**config.mk**
```make
export PLATFORM = sky130hd
export DESIGN_NAME = gcsac_div
export DESIGN_NICKNAME = d
export VERILOG_FILES = /design/src/rtl/gcsac_pkg.sv /design/src/rtl/gcsac_div.sv
export SDC_FILE = /design/constraint.sdc
export NUM_CORES = 2
export LEC_CHECK = 0
export ABC_AREA = 1
export BUFFER_PORTS_ARGS = -buffer_cell sky130_fd_sc_hd__buf_2
export CORE_MARGIN = 2
export CORE_UTILIZATION = 37
export CTS_CLUSTER_SIZE = 14
export DETAILED_ROUTE_END_ITERATION = 10
export GPL_ROUTABILITY_DRIVEN = 0
export GPL_TIMING_DRIVEN = 0
export MAX_ROUTING_LAYER = met4
export SLEW_MARGIN = 20
export SYNTH_ARGS = -nofsm -noshare
export SYNTH_HDL_FRONTEND = slang
export SYNTH_SLANG_ARGS = --single-unit
```
**constraint.sdc**
```tcl
create_clock -name clk -period 4.49 [get_ports clk]
set_input_delay 0.2245 -clock clk [delete_from_list [all_inputs] [get_ports clk]]
set_output_delay 0.2245 -clock clk [all_outputs]
set_load 0.005 [all_outputs]
```
**src/rtl/gcsac_pkg.sv**
```systemverilog
package gcsac_pkg;

  localparam int INDEX_BITS_DEF    = 12;
  localparam int CORDIC_STAGES_DEF = 20;

  localparam int FW    = 19;  // offsets and heights
  localparam int IDXW  = 12;  // grid index fields
  localparam int DEPW  = 18;  // detector depth
  localparam int AZW   = 20;  // |z|
  localparam int ZW    = 21;  // signed z
  localparam int SQW   = 42;  // root operand
  localparam int ROOTW = 21;  // rounded root
  localparam int CORW  = 21;  // CORDIC lane operand
  localparam int ANGW  = 23;  // Q16 degree angle, 0 to 90 degrees
  localparam int PHIW  = 25;  // Q16 degree angle, 0 to 360 degrees
  localparam int DISTW = 20;
  localparam int POLW  = 15;
  localparam int COSW  = 17;
  localparam int AZIW  = 17;
  localparam int DIV_NW = 38;
  localparam int DIV_DW = 22;
  localparam int DIV_QB = 17;

  localparam logic [ANGW-1:0]  DEG90     = 23'd5898240;
  localparam logic [PHIW-1:0]  DEG270    = 25'd17694720;
  localparam logic [DISTW-1:0] DIST_MAX  = 20'd1048575;
  localparam logic [POLW-1:0]  POLAR_MAX = 15'd23040;
  localparam logic [AZIW-1:0]  AZI_MAX   = 17'd92160;
  localparam logic [COSW-1:0]  COS_ONE   = 17'd65536;
  localparam logic [DEPW-1:0]  DEPTH_RST = 18'd23648;

  localparam int CFGIW = 3;
  localparam logic [CFGIW-1:0] CFG_SITE_HEIGHT = 3'd0;
  localparam logic [CFGIW-1:0] CFG_DET_DEPTH   = 3'd1;
  localparam logic [CFGIW-1:0] CFG_SITE_COLUMN = 3'd2;
  localparam logic [CFGIW-1:0] CFG_SITE_ROW    = 3'd3;

  typedef struct packed {
    logic [FW-1:0]  ax;
    logic [FW-1:0]  ay;
    logic [AZW-1:0] az;
    logic           negp;
    logic           ge_col;
    logic           ge_row;
  } sq_sb_t;

  typedef struct packed {
    logic [ROOTW-1:0] big;
    logic [AZW-1:0]   az;
    logic             negp;
    logic             ge_col;
    logic             ge_row;
  } co_sb_t;

  typedef struct packed {
    logic [DISTW-1:0] slant;
    logic [POLW-1:0]  polar;
    logic [AZIW-1:0]  azi;
    logic             zero;
  } dv_sb_t;

  // atan(2^-i) in 1/65536 degree.
  function automatic logic [ANGW-1:0] atan_entry(input int i);
    logic [ANGW-1:0] t;
    unique case (i)
      0:  t = 23'd2949120;
      1:  t = 23'd1740967;
      2:  t = 23'd919879;
      3:  t = 23'd466945;
      4:  t = 23'd234379;
      5:  t = 23'd117304;
      6:  t = 23'd58666;
      7:  t = 23'd29335;
      8:  t = 23'd14668;
      9:  t = 23'd7334;
      10: t = 23'd3667;
      11: t = 23'd1833;
      12: t = 23'd917;
      13: t = 23'd458;
      14: t = 23'd229;
      15: t = 23'd115;
      16: t = 23'd57;
      17: t = 23'd29;
      18: t = 23'd14;
      19: t = 23'd7;
      20: t = 23'd4;
      21: t = 23'd2;
      22: t = 23'd1;
      default: t = '0;
    endcase
    return t;
  endfunction

endpackage

```
**src/rtl/gcsac_div.sv**
```systemverilog
module gcsac_div #(
  parameter int NW   = gcsac_pkg::DIV_NW,
  parameter int DW   = gcsac_pkg::DIV_DW,
  parameter int QB   = gcsac_pkg::DIV_QB,
  parameter int SB_W = 1
) (
  input  logic            clk,
  input  logic            rst,
  input  logic            en,
  input  logic            in_valid,
  input  logic [NW-1:0]   in_num,
  input  logic [DW-1:0]   in_den,
  input  logic [SB_W-1:0] in_sb,
  output logic            out_valid,
  output logic [QB-1:0]   out_quo,
  output logic [SB_W-1:0] out_sb
);

  logic            v_q   [1:QB];
  logic [NW-1:0]   rem_q [1:QB];
  logic [DW-1:0]   den_q [1:QB];
  logic [QB-1:0]   q_q   [1:QB];
  logic [SB_W-1:0] sb_q  [1:QB];

  for (genvar k = 0; k < QB; k++) begin : g_stage
    localparam int SH = QB - 1 - k;
    logic            cv;
    logic [NW-1:0]   crem;
    logic [DW-1:0]   cden;
    logic [QB-1:0]   cq;
    logic [SB_W-1:0] csb;
    logic [NW-1:0]   dsh;
    logic            ge;

    if (k == 0) begin : g_first
      assign cv   = in_valid;
      assign crem = in_num;
      assign cden = in_den;
      assign cq   = '0;
      assign csb  = in_sb;
    end else begin : g_rest
      assign cv   = v_q[k];
      assign crem = rem_q[k];
      assign cden = den_q[k];
      assign cq   = q_q[k];
      assign csb  = sb_q[k];
    end

    assign dsh = {{(NW-DW){1'b0}}, cden} << SH;
    assign ge  = (crem >= dsh);

    always_ff @(posedge clk) begin
      if (rst) begin
        v_q[k+1] <= 1'b0;
      end else if (en) begin
        v_q[k+1] <= cv;
      end
    end

    always_ff @(posedge clk) begin
      if (en) begin
        rem_q[k+1] <= ge ? crem - dsh : crem;
        den_q[k+1] <= cden;
        q_q[k+1]   <= {cq[QB-2:0], ge};
        sb_q[k+1]  <= csb;
      end
    end
  end

  assign out_valid = v_q[QB];
  assign out_quo   = q_q[QB];
  assign out_sb    = sb_q[QB];

endmodule

```
# After elaboration in Yosys (flattened, before gate mapping)
# Memory sizes are Yosys's and may differ from the RTL's.
# Cells that the tools add are included.
# classes
n_lt_le_gt_ge,17
bitwise_logic,17
muxes,40
n_addsub,17
# ops
cell,n
38-bit 2-to-1 mux,17
38-bit by 22-bit greater-or-equal comparator with 1-bit output,1
38-bit by 23-bit greater-or-equal comparator with 1-bit output,1
38-bit by 24-bit greater-or-equal comparator with 1-bit output,1
38-bit by 25-bit greater-or-equal comparator with 1-bit output,1
38-bit by 26-bit greater-or-equal comparator with 1-bit output,1
38-bit by 27-bit greater-or-equal comparator with 1-bit output,1
38-bit by 28-bit greater-or-equal comparator with 1-bit output,1
38-bit by 29-bit greater-or-equal comparator with 1-bit output,1
38-bit by 30-bit greater-or-equal comparator with 1-bit output,1
38-bit by 31-bit greater-or-equal comparator with 1-bit output,1
38-bit by 32-bit greater-or-equal comparator with 1-bit output,1
38-bit by 33-bit greater-or-equal comparator with 1-bit output,1
38-bit by 34-bit greater-or-equal comparator with 1-bit output,1
38-bit by 35-bit greater-or-equal comparator with 1-bit output,1
38-bit by 36-bit greater-or-equal comparator with 1-bit output,1
38-bit by 37-bit greater-or-equal comparator with 1-bit output,1
38-bit greater-or-equal comparator,1
38-bit by 22-bit subtractor with 38-bit output,1
38-bit by 23-bit subtractor with 38-bit output,1
38-bit by 24-bit subtractor with 38-bit output,1
38-bit by 25-bit subtractor with 38-bit output,1
38-bit by 26-bit subtractor with 38-bit output,1
38-bit by 27-bit subtractor with 38-bit output,1
13 further kinds,51
# word_totals
elab_cells,96
ram_bits,1343
regBits,0
memories,5
output_inout_bits,19
# memory_table
name,depth,width,rd,rd_ports_with_merged_regs,wr,line_no,text
rem_q,17,38,16,0,17,gcsac_div.sv:20,logic [NW-1:0] rem_q [1:QB];
den_q,17,22,16,0,17,gcsac_div.sv:21,logic [DW-1:0] den_q [1:QB];
q_q,17,17,17,0,17,gcsac_div.sv:22,logic [QB-1:0] q_q [1:QB];
sb_q,17,1,17,0,17,gcsac_div.sv:23,logic [SB_W-1:0] sb_q [1:QB];
v_q,17,1,17,0,17,gcsac_div.sv:19,logic v_q [1:QB];

# Depth between registers and ports, before layout
# depth
depth_word,4
depth_mapped,17

# Least setup slack after synthesis
# OpenSTA, ideal clock, no wires.
# synth_path
path_type,register to register
startpoint,register den_q[0][44] (netlist name)
endpoint,register rem_q[0][134] (netlist name)
period_less_slack_ns,2.257
arrival_time_ns,1.999
setup_slack_ns,2.233
n_path_buf,1
required_time_ns,4.233
stages_incl_launch_ff,16
path_cell_list,edfxtp_1 -> ha_1 -> fa_1 -> inv_1 -> nand3_1 -> nand2_1 -> nand3_1 -> nand2_1 -> nand2_1 -> nand2_1 -> nand3_1 -> nand2_2 -> inv_4 -> buf_6 -> nand2_1 -> o21ai_2

==> summary.txt <==
STA
  • FMAX: between 200 and 250 MHz
  • Unrepaired setup endpoints after global routing: false
  • Final hold violation count: 0
  • Slew Viols, Final: 0
  • Post-route setup slack: ~0.46 ns
  • Post-layout min period: between 4 and 5 ns
  • Skew final: roughly 0.05 ns
  • Final period util: 0.898
  • Worst-Margin Slew: ~0.9 ns
  • Slew HR: 0.397
  • Final-report setup violation count: 0
  • Setup total negative slack: 0 ns

Worst setup path
  • RR Startpoint: rem_q[0][534]
  • R2R cell count: 13
  • CP max stage delay: about 0.57 ns
  • FF-to-FF setup slack: approximately 1.4 ns
  • CP Class: in2reg
  • CP Capture Type: flop
  • CP arrival: about 4.5 ns
  • Startpoint types: input pin
  • CP cell instances: dlygate4sd3_1 > buf_12 > buf_16 > buf_16 > buf_16 > buf_16 > buf_16 > buf_16 > buf_16
  • Buf+Inv Stages, Crit Path: 9
  • Top Family by Delay on Critical Path: buffers and inverters
  • R2R Path End: rem_q[0][586]
  • Crit-path slowest cell: dlygate4sd3_1
  • Worst EP required: 4.91 ns
  • Crit-path most repeated cell: buf_16
  • Crit-path max FO: 131

Run status
  • Status: finished, final reports clean

Synthesis
  • Post-synth cell types: around 50
  • Synthesized Nets: approximately 9000
  • Synth warn: 0
  • Sequential share of the synthesized area: 0.489
  • Async SR Flop Fraction: 0
  • Avg Cell Area, Syn: around 8.2 sq um
  • Yosys reg bits: 1147
  • Post-synth EDFFs: about 1100
  • Mapped Cells: around 8600
  • Post-Syn Area: around 70000 sq um
  • Ys flop type: edfxtp_1

Cells and area
  • Area Growth Syn to Fin: 12.6%
  • Commonest non-fill, non-tap cell in the layout: nand2_1
  • Share of layout cells above drive strength 1: 0.0523
  • Most frequent cells in the layout: nand2_1 (2776), inv_1 (1456), edfxtp_1 (1147)
  • Fin nets: between 9000 and 10000
  • Design Area, Final: 79400 sq um
  • Final-layout fill cell count: roughly 19000

Power and ir drop
  • Pleak: roughly 0.036 uW
  • Peak VDD IR: approximately 0.40 mV
  • Comb power frac: 0.416
  • Clk pwr share: 0.231
  • Reg power frac: 0.353
  • Net Switching: between 15000 and 20000 uW
  • Int Pwr: 27700 uW
  • Power per cell area: 591 nW/um^2
  • Sw Ratio: 0.408

Clocking
  • Clock Path Buffers: 3
  • CTS resizes: 0
  • Clock tree root buffer cell: clkbuf_16
  • CTS tree: built
  • Clock latency on the worst-skew pair: 0.79 ns
  • CTS buffer count: about 130
  • CTS Sinks: approximately 1100
  • H-Tree Level Count: 4
  • Clock slew at reported path FFs: roughly 0.060 ns

Routing
  • Post-DRT Antenna Nets: 0
  • Via count: approximately 58000
  • Iteration-0 DRC Markers: between 6000 and 7000
  • DRC viols: 0
  • Routed wire length: roughly 190000 microns
  • Drt first pass iters: 6
  • Via-per-instance ratio: between 5 and 6
  • Wire per inst: about 17 microns

GRT
  • Vias in the first global route: 54000
  • Total track usage: 0.201
  • Largest net degree at the start of global routing: around 160
  • First-pass GRT wire length: 298000 microns
  • Remaining global-route overflow: 0
  • Initial antenna violation count: 3

Placed design
  • I/O Buffers: 83
  • Post-place setup slack: -0.179 ns
  • Post-DP HPWL: approximately 150000 microns
  • Placed Area: between 70000 and 80000 sq um

Floorplanning
  • Die Height: ~440 microns
  • Io pins: 84
  • Standard-cell rows: 160
  • DIE AREA: 194000 sq um
  • Starting Density: 0.371
  • Die Wd: approximately 440 microns
  • Core footprint: roughly 190000 sq um

Hold path
  • Hold endpoint: rem_q[0][38]
  • Hold Path Depth: 2
  • Min-delay src: in_num[0]
  • Worst hold path class: in2reg

Job
  • Max cap viols: 0
==> per-stage QoR <==
| step | instances | util | power (uW) | hold slack, ns |
|---|---|---|---|---|
| 3_3_place_gp | 11200 | 0.390 | 35900 | 0.401 |
| 3_5_place_dp | 11200 | 0.392 | 35800 | 0.405 |
| 5_1_grt | 11500 | 0.418 | 50200 | 0.118 |
| 4_1_cts | 11500 | 0.418 | 46900 | 0.0905 |
| 6_report | 11500 | 0.418 | 46900 | 0.167 |
| 2_1_floorplan | 8580 | - | 30000 | 0.323 |
==> how the worst max path moves through the flow <==
stage	start	to	slack [ns]	depth (start not counted)
after detailed placement	en	rem_q[0][635]	-0.18	8
final	en	rem_q[0][636]	0.46	9
after global routing	en	rem_q[0][642]	0.09	9
after floorplan	den_q[0][44]	rem_q[0][134]	2.23	15
after global placement	en	v_q[0][3]	-17.74	4
after CTS	en	rem_q[0][635]	0.08	9
==> synthesized netlist by cell type, types with 11 or more instances <==
| master | instances | area share |
|---|---|---|
| o21ai_0 | 262 | 0.019 |
| buf_4 | 23 | 0.0024 |
| o21ai_2 | 19 | 0.0024 |
| inv_1 | 1456 | 0.078 |
| nand2_1 | 2776 | 0.15 |
| nor2_1 | 744 | 0.040 |
| nor3_1 | 100 | 0.0071 |
| nand2_2 | 13 | 0.0012 |
| a21oi_1 | 415 | 0.029 |
| nor4_1 | 22 | 0.0020 |
| nand3_1 | 428 | 0.030 |
| xor2_1 | 108 | 0.013 |
| nand3b_1 | 43 | 0.0046 |
| edfxtp_1 | 1147 | 0.49 |
| xnor2_1 | 129 | 0.016 |
| nand4_1 | 202 | 0.018 |
| fa_1 | 16 | 0.0045 |
| buf_2 | 20 | 0.0014 |
| o21bai_1 | 27 | 0.0029 |
| a21oi_2 | 17 | 0.0021 |
| ha_1 | 374 | 0.066 |
| buf_6 | 33 | 0.0053 |
| a21o_1 | 11 | 0.0012 |
| o21ai_1 | 89 | 0.0063 |
==> area by class of cell <==
class	instances	area (sq um)	share of cell area
diodes	1	2.50	0.0000315
plain buffers	85	678	0.00854
clock buffers	160	3490	0.0440
clock inverters	86	916	0.0115
inverters	1470	5530	0.0696
multi-input cells	5878	29800	0.376
flip-flops and latches	1147	34400	0.434
well taps	2511	3140	0.0396
repair buffers	157	1340	0.0169
==> kinds of logic (layout without fill, tap and decap cells) <==
| family | count (synthesis) | count (layout) | share of synthesized area |
|---|---|---|---|
| XOR/XNOR | 237 | 237 | 0.0295 |
| other | 0 | 1 | 0 |
| buffers and inverters | 1555 | 1958 | 0.0881 |
| AND/OR/NAND/NOR | 4390 | 4390 | 0.258 |
| AO/OA/AOI/OAI | 861 | 861 | 0.0652 |
| adder cells (fa/ha/maj) | 390 | 390 | 0.0709 |
| flip-flops | 1147 | 1147 | 0.489 |
==> power groups by stage <==
stage | sequential [uW] | clock (uW) | combinational [uW]
floorplan | 15900 | 0 | 14100
global placement | 17200 | 0 | 18700
detailed placement | 16800 | 0 | 19000
CTS | 16600 | 11200 | 19100
global route | 16700 | 11600 | 21900
finish | 16600 | 10800 | 19500
==> metal layers <==
layer  GRT usage  routed length (microns)  up-vias
met5           -                        0        -
met4      0.0663                     6210        0
met3      0.0426                    16200      378
met2       0.317                    88900     2331
met1       0.257                    82000    26900
li1            -                        -    28600
==> registers in the layout (all words and copies together), names as in the netlist <==
register / cells
rem_q: 608
den_q: 352
q_q: 153
sb_q: 17
v_q: 17
==> what timing repair did <==
action,4_1_cts,5_1_grt
hold endpoints to repair,76,0
buffers inserted,0,0
endpoints found under the setup margin,0,131
hold buffers,64,0
==> worst reg2reg max path, cell delays in order, from the launching register on <==
cell and delay, ns:
edfxtp_1 0.40, inv_1 0.07, ha_1 0.13, inv_1 0.12
fa_1 0.57, nand3_1 0.15, nand3_1 0.21, nand4_1 0.19
nand3_1 0.23, nand2_2 0.18, nand2_4 0.13, inv_4 0.17
buf_6 0.20, o21ai_1 0.09
Note: power is estimated with default switching activity, not from simulation.
